## config.mk

```make
export PLATFORM = sky130hd
export DESIGN_NAME = mppt_perturb_observe_core_flat
export DESIGN_NICKNAME = d
export VERILOG_FILES = /design/src/sv/mppt_po_pkg.sv /design/src/sv/mppt_po_ifs.sv /design/src/sv/mppt_perturb_observe_core.sv /design/src/sv/mppt_po_csr.sv /design/src/sv/mppt_po_eval.sv /design/src/sv/mppt_po_out.sv /design/src/flat_wrapper.sv
export SDC_FILE = /design/constraint.sdc
export NUM_CORES = 1
export LEC_CHECK = 0
export BUFFER_PORTS_ARGS = -buffer_cell sky130_fd_sc_hd__buf_2
export CAP_MARGIN = 25
export CORE_ASPECT_RATIO = 0.5
export CORE_MARGIN = 5
export CORE_UTILIZATION = 50
export DETAILED_ROUTE_END_ITERATION = 10
export PLACE_DENSITY_LB_ADDON = 0.15
export SLEW_MARGIN = 10
export SYNTH_ARGS = -nofsm -noshare
export SYNTH_HDL_FRONTEND = slang
export SYNTH_SLANG_ARGS = --single-unit
```

## constraint.sdc

```tcl
create_clock -name clock -period 7.65 [get_ports clock]
set_clock_uncertainty 0.2 [all_clocks]
set_input_delay 0.765 -clock clock [delete_from_list [all_inputs] [get_ports clock]]
set_output_delay 0.765 -clock clock [all_outputs]
set_load 0.03 [all_outputs]
```

## src/sv/mppt_po_pkg.sv

```systemverilog
`timescale 1ns / 1ps

package mppt_po_pkg;

   localparam int CFG_BITS     = 12;
   localparam int STEP_BITS    = 7;
   localparam int CSR_IDX_BITS = 2;

   typedef enum logic [CSR_IDX_BITS-1:0] {
      CSR_MAX_VOLTAGE  = 2'd0,
      CSR_MAX_CURRENT  = 2'd1,
      CSR_MIN_CURRENT  = 2'd2,
      CSR_OV_STEPS     = 2'd3
   } csr_index_type;

   localparam logic [CFG_BITS-1:0]  MAX_VOLTAGE_RESET = 12'd3716;
   localparam logic [CFG_BITS-1:0]  MAX_CURRENT_RESET = 12'd1365;
   localparam logic [CFG_BITS-1:0]  MIN_CURRENT_RESET = 12'd137;
   localparam logic [STEP_BITS-1:0] OV_STEPS_RESET    = 7'd92;

   typedef struct packed {
      logic [CFG_BITS-1:0]  max_voltage_code;
      logic [CFG_BITS-1:0]  max_current_code;
      logic [CFG_BITS-1:0]  min_current_code;
      logic [STEP_BITS-1:0] overvoltage_wiper_steps;
   } cfg_type;

   typedef struct packed {
      logic                 two_cmds;
      logic                 move_up;
      logic [STEP_BITS-1:0] preset_steps;
   } decision_type;

endpackage

```

## src/sv/mppt_po_ifs.sv

```systemverilog
`timescale 1ns / 1ps

interface mppt_po_req_if #(parameter int ADC_BITS = 12);
   logic                valid;
   logic                ready;
   logic [ADC_BITS-1:0] current_code;
   logic [ADC_BITS-1:0] voltage_code;

   modport source (output valid, current_code, voltage_code, input ready);
   modport sink   (input valid, current_code, voltage_code, output ready);
endinterface

interface mppt_po_rsp_if;
   logic                               valid;
   logic                               ready;
   logic [mppt_po_pkg::STEP_BITS-1:0]  wiper_steps;
   logic                               move_up;
   logic                               last_command;

   modport source (output valid, wiper_steps, move_up, last_command, input ready);
   modport sink   (input valid, wiper_steps, move_up, last_command, output ready);
endinterface

interface mppt_po_csr_if;
   logic                                 valid;
   logic                                 ready;
   logic [mppt_po_pkg::CSR_IDX_BITS-1:0] index;
   logic [mppt_po_pkg::CFG_BITS-1:0]     data;

   modport source (output valid, index, data, input ready);
   modport sink   (input valid, index, data, output ready);
endinterface

```

## src/sv/mppt_perturb_observe_core.sv

```systemverilog
`timescale 1ns / 1ps
// Channel   Role    Fields
// req_bus   sink    current_code, voltage_code
// rsp_bus   source  wiper_steps, move_up, last_command
// csr_bus   sink    index, data (always ready)
//
// A sample waits in the input register until the output register can load it;
// its first command is then registered there. Normal samples sustain one per
// cycle while the response is ready; an over-voltage sample holds the output
// register for two transfers. Reset restores default thresholds and clears
// the stored power and the direction. A stalled response holds both stages;
// the input register refills as the output register's final command transfers.

module mppt_perturb_observe_core #(
   parameter int ADC_BITS         = 12,
   parameter int WIPER_FULL_STEPS = 100
) (
   input  logic           clock,
   input  logic           reset,
   mppt_po_req_if.sink    req_bus,
   mppt_po_rsp_if.source  rsp_bus,
   mppt_po_csr_if.sink    csr_bus
);

   mppt_po_pkg::cfg_type      cfg;
   mppt_po_pkg::decision_type dec;
   logic                      dec_valid;
   logic                      load_ok;

   mppt_po_csr u_csr (
      .clock   (clock),
      .reset   (reset),
      .csr_bus (csr_bus),
      .cfg     (cfg)
   );

   mppt_po_eval #(
      .ADC_BITS         (ADC_BITS),
      .WIPER_FULL_STEPS (WIPER_FULL_STEPS)
   ) u_eval (
      .clock     (clock),
      .reset     (reset),
      .req_bus   (req_bus),
      .cfg       (cfg),
      .load_ok   (load_ok),
      .dec_valid (dec_valid),
      .dec       (dec)
   );

   mppt_po_out #(
      .WIPER_FULL_STEPS (WIPER_FULL_STEPS)
   ) u_out (
      .clock     (clock),
      .reset     (reset),
      .dec_valid (dec_valid),
      .dec       (dec),
      .load_ok   (load_ok),
      .rsp_bus   (rsp_bus)
   );

endmodule

```

## src/sv/mppt_po_csr.sv

```systemverilog
`timescale 1ns / 1ps

module mppt_po_csr (
   input  logic                 clock,
   input  logic                 reset,
   mppt_po_csr_if.sink          csr_bus,
   output mppt_po_pkg::cfg_type cfg
);

   mppt_po_pkg::cfg_type cfg_ff;
   mppt_po_pkg::cfg_type cfg_in;

   assign csr_bus.ready = 1'b1;
   assign cfg = cfg_ff;

   always_comb begin
      cfg_in = cfg_ff;
      if (csr_bus.valid) begin
         case (mppt_po_pkg::csr_index_type'(csr_bus.index))
            mppt_po_pkg::CSR_MAX_VOLTAGE: cfg_in.max_voltage_code = csr_bus.data;
            mppt_po_pkg::CSR_MAX_CURRENT: cfg_in.max_current_code = csr_bus.data;
            mppt_po_pkg::CSR_MIN_CURRENT: cfg_in.min_current_code = csr_bus.data;
            mppt_po_pkg::CSR_OV_STEPS:
               cfg_in.overvoltage_wiper_steps = csr_bus.data[mppt_po_pkg::STEP_BITS-1:0];
            default: cfg_in = cfg_ff;
         endcase
      end
   end

   always_ff @(posedge clock) begin
      if (reset) begin
         cfg_ff.max_voltage_code        <= mppt_po_pkg::MAX_VOLTAGE_RESET;
         cfg_ff.max_current_code        <= mppt_po_pkg::MAX_CURRENT_RESET;
         cfg_ff.min_current_code        <= mppt_po_pkg::MIN_CURRENT_RESET;
         cfg_ff.overvoltage_wiper_steps <= mppt_po_pkg::OV_STEPS_RESET;
      end else begin
         cfg_ff <= cfg_in;
      end
   end

endmodule

```

## src/sv/mppt_po_eval.sv

```systemverilog
`timescale 1ns / 1ps

module mppt_po_eval #(
   parameter int ADC_BITS         = 12,
   parameter int WIPER_FULL_STEPS = 100
) (
   input  logic                      clock,
   input  logic                      reset,
   mppt_po_req_if.sink               req_bus,
   input  mppt_po_pkg::cfg_type      cfg,
   input  logic                      load_ok,
   output logic                      dec_valid,
   output mppt_po_pkg::decision_type dec
);

   localparam int POW_BITS = 2 * ADC_BITS;
   localparam int CMP_BITS = (ADC_BITS > mppt_po_pkg::CFG_BITS) ?
                             ADC_BITS : mppt_po_pkg::CFG_BITS;
   localparam logic [mppt_po_pkg::STEP_BITS-1:0] FULL_STEPS =
      mppt_po_pkg::STEP_BITS'(WIPER_FULL_STEPS);

   logic                s1_valid_ff, s1_valid_in;
   logic [ADC_BITS-1:0] cur_ff, volt_ff;
   logic [POW_BITS-1:0] prev_power_ff, prev_power_in;
   logic                dir_up_ff, dir_up_in;

   logic                accept, advance;
   logic [POW_BITS-1:0] power;
   logic [CMP_BITS-1:0] cur_ext, volt_ext;
   logic                over_voltage, low_current, high_current, track;
   logic                new_dir;

   assign req_bus.ready = !s1_valid_ff || load_ok;
   assign accept  = req_bus.valid && req_bus.ready;
   assign advance = s1_valid_ff && load_ok;

   assign power    = POW_BITS'(cur_ff) * POW_BITS'(volt_ff);
   assign cur_ext  = CMP_BITS'(cur_ff);
   assign volt_ext = CMP_BITS'(volt_ff);

   assign over_voltage = volt_ext > CMP_BITS'(cfg.max_voltage_code);
   assign low_current  = cur_ext < CMP_BITS'(cfg.min_current_code);
   assign high_current = cur_ext > CMP_BITS'(cfg.max_current_code);
   assign track        = !over_voltage && !low_current && !high_current;
   assign new_dir      = (power > prev_power_ff) ? dir_up_ff : !dir_up_ff;

   always_comb begin
      dec_valid        = s1_valid_ff;
      dec.two_cmds     = over_voltage;
      dec.preset_steps = (cfg.overvoltage_wiper_steps > FULL_STEPS) ?
                         FULL_STEPS : cfg.overvoltage_wiper_steps;
      if (low_current) begin
         dec.move_up = 1'b0;
      end else if (high_current) begin
         dec.move_up = 1'b1;
      end else begin
         dec.move_up = new_dir;
      end
   end

   always_comb begin
      s1_valid_in   = s1_valid_ff;
      prev_power_in = prev_power_ff;
      dir_up_in     = dir_up_ff;
      if (accept) begin
         s1_valid_in = 1'b1;
      end else if (advance) begin
         s1_valid_in = 1'b0;
      end
      if (advance && track) begin
         prev_power_in = power;
         dir_up_in     = new_dir;
      end
   end

   always_ff @(posedge clock) begin
      if (reset) begin
         s1_valid_ff   <= 1'b0;
         prev_power_ff <= '0;
         dir_up_ff     <= 1'b0;
      end else begin
         s1_valid_ff   <= s1_valid_in;
         prev_power_ff <= prev_power_in;
         dir_up_ff     <= dir_up_in;
      end
   end

   always_ff @(posedge clock) begin
      if (accept) begin
         cur_ff  <= req_bus.current_code;
         volt_ff <= req_bus.voltage_code;
      end
   end

endmodule

```

## src/sv/mppt_po_out.sv

```systemverilog
`timescale 1ns / 1ps

module mppt_po_out #(
   parameter int WIPER_FULL_STEPS = 100
) (
   input  logic                      clock,
   input  logic                      reset,
   input  logic                      dec_valid,
   input  mppt_po_pkg::decision_type dec,
   output logic                      load_ok,
   mppt_po_rsp_if.source             rsp_bus
);

   localparam logic [mppt_po_pkg::STEP_BITS-1:0] FULL_STEPS =
      mppt_po_pkg::STEP_BITS'(WIPER_FULL_STEPS);

   logic                              out_valid_ff, out_valid_in;
   logic                              phase_ff, phase_in;
   logic                              two_ff;
   logic                              up_ff;
   logic [mppt_po_pkg::STEP_BITS-1:0] steps_ff;
   logic                              xfer, last_xfer, load;

   assign xfer      = out_valid_ff && rsp_bus.ready;
   assign last_xfer = xfer && (!two_ff || phase_ff);
   assign load_ok   = !out_valid_ff || last_xfer;
   assign load      = dec_valid && load_ok;

   assign rsp_bus.valid        = out_valid_ff;
   assign rsp_bus.wiper_steps  = two_ff ? (phase_ff ? steps_ff : FULL_STEPS) : '0;
   assign rsp_bus.move_up      = two_ff ? !phase_ff : up_ff;
   assign rsp_bus.last_command = !two_ff || phase_ff;

   always_comb begin
      out_valid_in = out_valid_ff;
      phase_in     = phase_ff;
      if (load) begin
         out_valid_in = 1'b1;
         phase_in     = 1'b0;
      end else if (last_xfer) begin
         out_valid_in = 1'b0;
         phase_in     = 1'b0;
      end else if (xfer) begin
         phase_in = 1'b1;
      end
   end

   always_ff @(posedge clock) begin
      if (reset) begin
         out_valid_ff <= 1'b0;
         phase_ff     <= 1'b0;
      end else begin
         out_valid_ff <= out_valid_in;
         phase_ff     <= phase_in;
      end
   end

   always_ff @(posedge clock) begin
      if (load) begin
         two_ff   <= dec.two_cmds;
         up_ff    <= dec.move_up;
         steps_ff <= dec.preset_steps;
      end
   end

endmodule

```

## src/flat_wrapper.sv

```systemverilog
// flat-port wrapper written by rule: the top's interface ports become plain ports
module mppt_perturb_observe_core_flat 
#(
   parameter int ADC_BITS         = 12,
   parameter int WIPER_FULL_STEPS = 100
)
  (clock, reset, req_bus_valid, req_bus_current_code, req_bus_voltage_code, req_bus_ready, rsp_bus_valid, rsp_bus_wiper_steps, rsp_bus_move_up, rsp_bus_last_command, rsp_bus_ready, csr_bus_valid, csr_bus_index, csr_bus_data, csr_bus_ready);
  mppt_po_req_if #(.ADC_BITS(ADC_BITS)) req_bus_i ();
  mppt_po_rsp_if rsp_bus_i ();
  mppt_po_csr_if csr_bus_i ();
  input  logic clock;
  input  logic reset;
  input wire logic [$bits(req_bus_i.valid)-1:0] req_bus_valid;
  input wire logic [$bits(req_bus_i.current_code)-1:0] req_bus_current_code;
  input wire logic [$bits(req_bus_i.voltage_code)-1:0] req_bus_voltage_code;
  output wire logic [$bits(req_bus_i.ready)-1:0] req_bus_ready;
  output wire logic [$bits(rsp_bus_i.valid)-1:0] rsp_bus_valid;
  output wire logic [$bits(rsp_bus_i.wiper_steps)-1:0] rsp_bus_wiper_steps;
  output wire logic [$bits(rsp_bus_i.move_up)-1:0] rsp_bus_move_up;
  output wire logic [$bits(rsp_bus_i.last_command)-1:0] rsp_bus_last_command;
  input wire logic [$bits(rsp_bus_i.ready)-1:0] rsp_bus_ready;
  input wire logic [$bits(csr_bus_i.valid)-1:0] csr_bus_valid;
  input wire logic [$bits(csr_bus_i.index)-1:0] csr_bus_index;
  input wire logic [$bits(csr_bus_i.data)-1:0] csr_bus_data;
  output wire logic [$bits(csr_bus_i.ready)-1:0] csr_bus_ready;
  assign req_bus_i.valid = req_bus_valid;
  assign req_bus_i.current_code = req_bus_current_code;
  assign req_bus_i.voltage_code = req_bus_voltage_code;
  assign req_bus_ready = req_bus_i.ready;
  assign rsp_bus_valid = rsp_bus_i.valid;
  assign rsp_bus_wiper_steps = rsp_bus_i.wiper_steps;
  assign rsp_bus_move_up = rsp_bus_i.move_up;
  assign rsp_bus_last_command = rsp_bus_i.last_command;
  assign rsp_bus_i.ready = rsp_bus_ready;
  assign csr_bus_i.valid = csr_bus_valid;
  assign csr_bus_i.index = csr_bus_index;
  assign csr_bus_i.data = csr_bus_data;
  assign csr_bus_ready = csr_bus_i.ready;
  mppt_perturb_observe_core #(.ADC_BITS(ADC_BITS), .WIPER_FULL_STEPS(WIPER_FULL_STEPS)) u_core (.clock(clock), .reset(reset), .req_bus(req_bus_i), .rsp_bus(rsp_bus_i), .csr_bus(csr_bus_i));
endmodule
```

# Yosys cells after proc, flatten, opt, wreduce, memory -nomap -nowiden

Cells that the tools add are included.

Multipliers: 1
Order comparisons: 5
Equality and inequality tests: 3
Multiplexer cells: 9
Reductions and logical operators: 26

Operator list:

| operator                                             | number |
|---|---|
| > comparator 12 bit                                  | 2 |
| > comparator 24 bit                                  | 1 |
| multiplier 12 x 12 -> 24 bit                         | 1 |
| two-way mux 7 bit                                    | 2 |
| < comparator 12 bit                                  | 1 |
| logical NOT 1 bit                                    | 8 |
| AND reduction 2 bit                                  | 4 |
| > comparator 7 bit (second input constant)           | 1 |
| logical AND 1 bit                                    | 7 |
| two-way mux 1 bit                                    | 7 |
| equality test 2 bit (second input constant)          | 2 |
| nonzero test 2 bit                                   | 2 |
| logical OR 1 bit                                     | 3 |
| OR reduction 3 bit                                   | 1 |
| equality test 2 x 1 -> 1 bit (second input constant) | 1 |
| logical NOT 2 bit                                    | 1 |

Flip-flop bits (word level): 104
Output and inout bits: 12

# Longest topological paths before layout

Depth after elaboration: 7
Mapped depth: 26

# By module

From an unflattened synthesis, not the netlist that was laid out.

Cells, all modules: 1,102
Area total of the unflattened synthesis: 10,151.0 um^2

Modules (own cells, without submodules):

| module       | instances | cells each | area an instance (um^2) | seq. area each (um^2) |
|---|---|---|---|---|
| mppt_po_eval | 1         | 899        | 7,956.4                 | 1,241.2 |
| mppt_po_csr  | 1         | 170        | 1,744.2                 | 860.8 |
| mppt_po_out  | 1         | 33         | 450.4                   | 310.3 |

# Worst setup path after synthesis

No wires, ideal clock.

Path kind: reg2reg
Start: register u_core.u_eval.cur_ff[4], in the netlist u_core.u_eval.cur_ext[4]
End: register u_core.u_eval.dir_up_ff
Library setup time: 121 ps
Arrival: 6,760 ps
Required time: 7,329 ps
Path slack: 569 ps
Stages on the path, launching flop included: 24
Path buffers: 1
Period minus slack after synthesis: 7,081 ps
Cells stage by stage: edfxtp_1 -> clkbuf_1 -> nand2_1 -> fa_1 -> inv_1 -> fa_1 -> fa_1 -> fa_1 -> inv_1 -> fa_1 -> inv_1 -> ha_1 -> nand2_1 -> o311ai_1 -> a21boi_1 -> or2_1 -> a311oi_1 -> ha_1 -> nand3_1 -> or3_1 -> or4_4 -> o32ai_2 -> and2b_1 -> mux2_4

Elaborated cells on any way between the ends: 10
Classes of those cells: 1 x mul; 3 x order compare; 1 x mux; 5 x reduce/logical

RTL lines:

| element                      | RTL line           | source |
|---|---|---|
| from (decl)                  | mppt_po_eval.sv:23 | `logic [ADC_BITS-1:0] cur_ff, volt_ff;` |
| from (signal assigned)       | mppt_po_eval.sv:90 | `cur_ff <= req_bus.current_code;` |
| multiplier 12 x 12 -> 24 bit | mppt_po_eval.sv:37 | `assign power = POW_BITS'(cur_ff) * POW_BITS'(volt_ff);` |
| via u_core.u_eval.power[23]  | mppt_po_eval.sv:28 | `logic [POW_BITS-1:0] power;` |
| > comparator 24 bit          | mppt_po_eval.sv:45 | `assign new_dir = (power > prev_power_ff) ? dir_up_ff : !dir_up_ff;` |
| two-way mux 1 bit            | mppt_po_eval.sv:45 |  |
| to (signal assigned)         | mppt_po_eval.sv:84 | `dir_up_ff <= dir_up_in;` |
| to (decl)                    | mppt_po_eval.sv:25 | `logic dir_up_ff, dir_up_in;` |

The timed path passes the listed nets, and every way through them passes these cells.
A chain may end at the register's enable or synchronous reset.

# Final worst setup path

Start: register u_core.u_eval.cur_ff[7], in the netlist u_core.u_eval.cur_ext[7]
End: register u_core.u_eval.dir_up_ff

The elaborated chain is that of the path after synthesis.

==> metrics <==
Initial Utilization 51.2%; met1 WL 11400 um; CTS Hold Bufs 0; Post-synth EDFFs 33; internal power 2.18 mW; static leakage 5.50 nW; Rows 36; die height 110 um; Peak VDD IR 248 uV; via count 7841; number of synthesized register bits 104; overall power 4.37 mW; Clock Tree Buf Depth 2; prevailing post-synth register cell dfxtp_1; hold_sp u_core.u_csr.cfg[35]; total I/O pin count 55; initial antenna violation count 0; commonest non-fill, non-tap cells in the layout 195 x inv_1, 182 x nand2_1, 120 x ha_1; final antenna diode count 0; H-tree levels 3; Reg clk slew, reported paths 0.08 ns; R2R depth 23; Clock Tree Root clkbuf_16; synthesized instance count 1140; slowest stage delay, CP 0.57 ns; Final setup viols 0; commonest non-fill, non-tap cell in the layout inv_1; Clock power frac 10.9%; CTS buffer count 9; share of layout cells above drive strength 1 11.4%; total congestion overflow 0; async set or reset register ratio after synthesis 0%; Hold WS 0.258 ns; I/O Buffers 53; worst path cell trace buf_4, nand2_1, fa_1, inv_1, fa_1, inv_1, fa_1, fa_1, fa_1, inv_1, ha_1, nor2_1, o311ai_1, a21boi_1, or2_1, a311oi_2, ha_1, nand3_1, or3_1, or4_4, o32ai_2, and2b_1, mux2_4; Final Hold Viols 0; Final Wtd Congestion 0.876; P&R area growth vs syn 11.4%; Synthesized Nets 1404; worst path bufs/invs 4; Worst Slack Setup Final 0.325 ns; top layer in use met4; combinational share of power 74.2%; via density per instance 5.31; die width 210 um; vias in the first global route 7907; Syn Area/Cell 8.79 um^2; CP required 7.70 ns; antenna-violating nets left 0; die area 0.0232 mm^2; CP endpoint kind flip-flop; FF-to-FF setup slack 0.32 ns; first-pass GRT wire length 39700 um; part of the power in registers 14.9%; Netlist cell types 64; DP HPWL 19100 um; CTS tree yes; Max Cap Viol 0; clock period minus worst slack 7.33 ns; Slew HR 38.0%; Placed Cells 1434; sequential area share after synthesis 24.1%; Critical Path Slowest Stage Cell or4_4; worst hold stages 2; DRC 0; arrival time worst endpoint 7.37 ns; Synth Cell Area 0.0100 mm^2; worst slack, placed 0.114 ns; Layout Nets 1470; worst-path fanout max 7; final WL 23900 um; post-route setup TNS 0 ns; Hold Crit Class reg -> reg; Slew Limit Fails 0; wire length on met2 11000 um; Hold Path End u_core.u_csr.cfg[35]; CP most frequent cell fa_1; r2r startpoint u_core.u_eval.cur_ext[7]; Sink Count 104; outcome finished, final reports clean; total net switching power 2.20 mW; fmax 137 MHz; yosys warns 0; crit path launch type flip-flop; insertion delay to the later sink of the worst-skew pair 0.37 ns; Core ar. 0.0196 mm^2; unrepaired setup endpoints after global routing no; Sw Share 50.2%; fin crit share 95.8%; Pwr Density 391 mW/mm^2; GRT Overall Usage 21.6%; Layout Cells excl Fill 1477; Worst Tran Pin Value 0.926 ns; largest net degree at the start of global routing 73; drt wl/cell 16.2 um; CP top delay family adder cells; drt first pass iters 5; Initial DRC Count 428; wire length on met3 1070 um; FF-to-FF End u_core.u_eval.dir_up_ff; class of the most critical setup path reg -> reg
cells by family after synthesis:
logic type	synth area share [%]
and+or+nand+nor	17.9
buffers and inverters	9.25
adders and majority gates	35.1
AOI/OAI and AO/OA	9.91
DFF	24.1
muxes	2.26
xor gates and xnor gates	1.49
other	0.0374
power by group through the flow:
stage               Clock, mW  Sequential (mW)  Combinational, mW
global route            0.513            0.655               3.72
detailed placement          0            0.668               3.16
floorplan                   0            0.644               2.45
finish                  0.478            0.651               3.24
CTS                     0.490            0.655               3.19
global placement            0            0.666               3.10
area by class of cell:
cell class                      count  area [um^2]
Timing Repair Buffer              104          673
Tap cell                          266          333
Multi-Input combinational cell    792         6730
Clock buffer                       10          229
Clock inverter                      6         62.6
Fill cell                        1784         8430
Sequential cell                   104         2410
Inverter                          195          732
state kept, by name (all words and copies together), names as in the netlist:
| signal | cells |
|---|---|
| u_core.u_eval.volt_ext | 12 |
| u_core.u_eval.prev_power_ff | 24 |
| u_core.u_out.up_ff | 1 |
| u_core.u_out.steps_ff | 7 |
| u_core.u_eval.cur_ext | 12 |
| u_core.u_eval.dir_up_ff | 1 |
| u_core.u_out.phase_ff | 1 |
| u_core.u_out.two_ff | 1 |
| u_core.u_eval.dec_valid | 1 |
| u_core.u_out.rsp_bus.valid | 1 |
| u_core.u_csr.cfg | 43 |
repair_timing:
action,CTS,global route
setup buffers,0,26
setup endpoints to repair,0,2
gates resized for setup,0,6
worst max-delay path by stage:
stage                               from                 endpoint  cells past startpoint
2_1_floorplan   u_core.u_eval.cur_ext[4]  u_core.u_eval.dir_up_ff                     23
3_3_place_gp   u_core.u_eval.volt_ext[3]  u_core.u_eval.dir_up_ff                     22
3_5_place_dp   u_core.u_eval.volt_ext[3]  u_core.u_eval.dir_up_ff                     22
4_1_cts        u_core.u_eval.volt_ext[3]  u_core.u_eval.dir_up_ff                     22
5_1_grt        u_core.u_eval.volt_ext[7]  u_core.u_eval.dir_up_ff                     22
6_report        u_core.u_eval.cur_ext[7]  u_core.u_eval.dir_up_ff                     23
stage by stage:
| stage | util, % | area [um^2] |
|---|---|---|
| 6_report | 57.0 | 11200 |
| 5_1_grt | 57.0 | 11200 |
| 4_1_cts | 55.8 | 10900 |
| 3_5_place_dp | 54.3 | 10600 |
| 3_3_place_gp | 54.1 | 10600 |
| 2_1_floorplan | - | 10000 |
routing by layer:
metal / global-route usage, % / vias to the layer above
met2: 36.3 / 169
met1: 29.6 / 3842
met5: 0 / -
met4: 5.40 / 0
li1: - / 3803
met3: 3.53 / 27
synth_stat cells, types with 4 or more instances:
| library cell | instances | share of area (%) |
|---|---|---|
| nand3b_1 | 10 | 0.75 |
| a211oi_1 | 8 | 0.60 |
| inv_1 | 195 | 7.3 |
| o21ai_1 | 6 | 0.30 |
| ha_1 | 121 | 15 |
| a21oi_1 | 64 | 3.2 |
| edfxtp_1 | 33 | 9.9 |
| fa_1 | 100 | 20 |
| nor3_1 | 5 | 0.25 |
| and3_1 | 9 | 0.56 |
| o21ai_0 | 13 | 0.65 |
| dfxtp_1 | 71 | 14 |
| a211o_1 | 10 | 0.87 |
| xnor2_1 | 10 | 0.87 |
| nor2_1 | 56 | 2.1 |
| nor2b_1 | 8 | 0.50 |
| a21o_1 | 17 | 1.3 |
| o31ai_1 | 4 | 0.30 |
| nand2_1 | 182 | 6.8 |
| nand3_1 | 10 | 0.50 |
| mux2i_1 | 20 | 2.0 |
| and2_1 | 59 | 3.7 |
| clkbuf_1 | 44 | 1.6 |
| xor2_1 | 7 | 0.61 |
| nand4_1 | 11 | 0.69 |
| o211ai_1 | 6 | 0.45 |
worst register-to-register path: stages (launching register included):
cell and delay [ns]:
edfxtp_1 0.54, buf_4 0.21, nand2_1 0.07, fa_1 0.48
inv_1 0.05, fa_1 0.49, inv_1 0.05, fa_1 0.49
fa_1 0.53, fa_1 0.55, inv_1 0.04, ha_1 0.37
nor2_1 0.09, o311ai_1 0.25, a21boi_1 0.15, or2_1 0.26
a311oi_2 0.32, ha_1 0.19, nand3_1 0.10, or3_1 0.40
or4_4 0.57, o32ai_2 0.34, and2b_1 0.19, mux2_4 0.30
(Power assumes the default switching activity.)
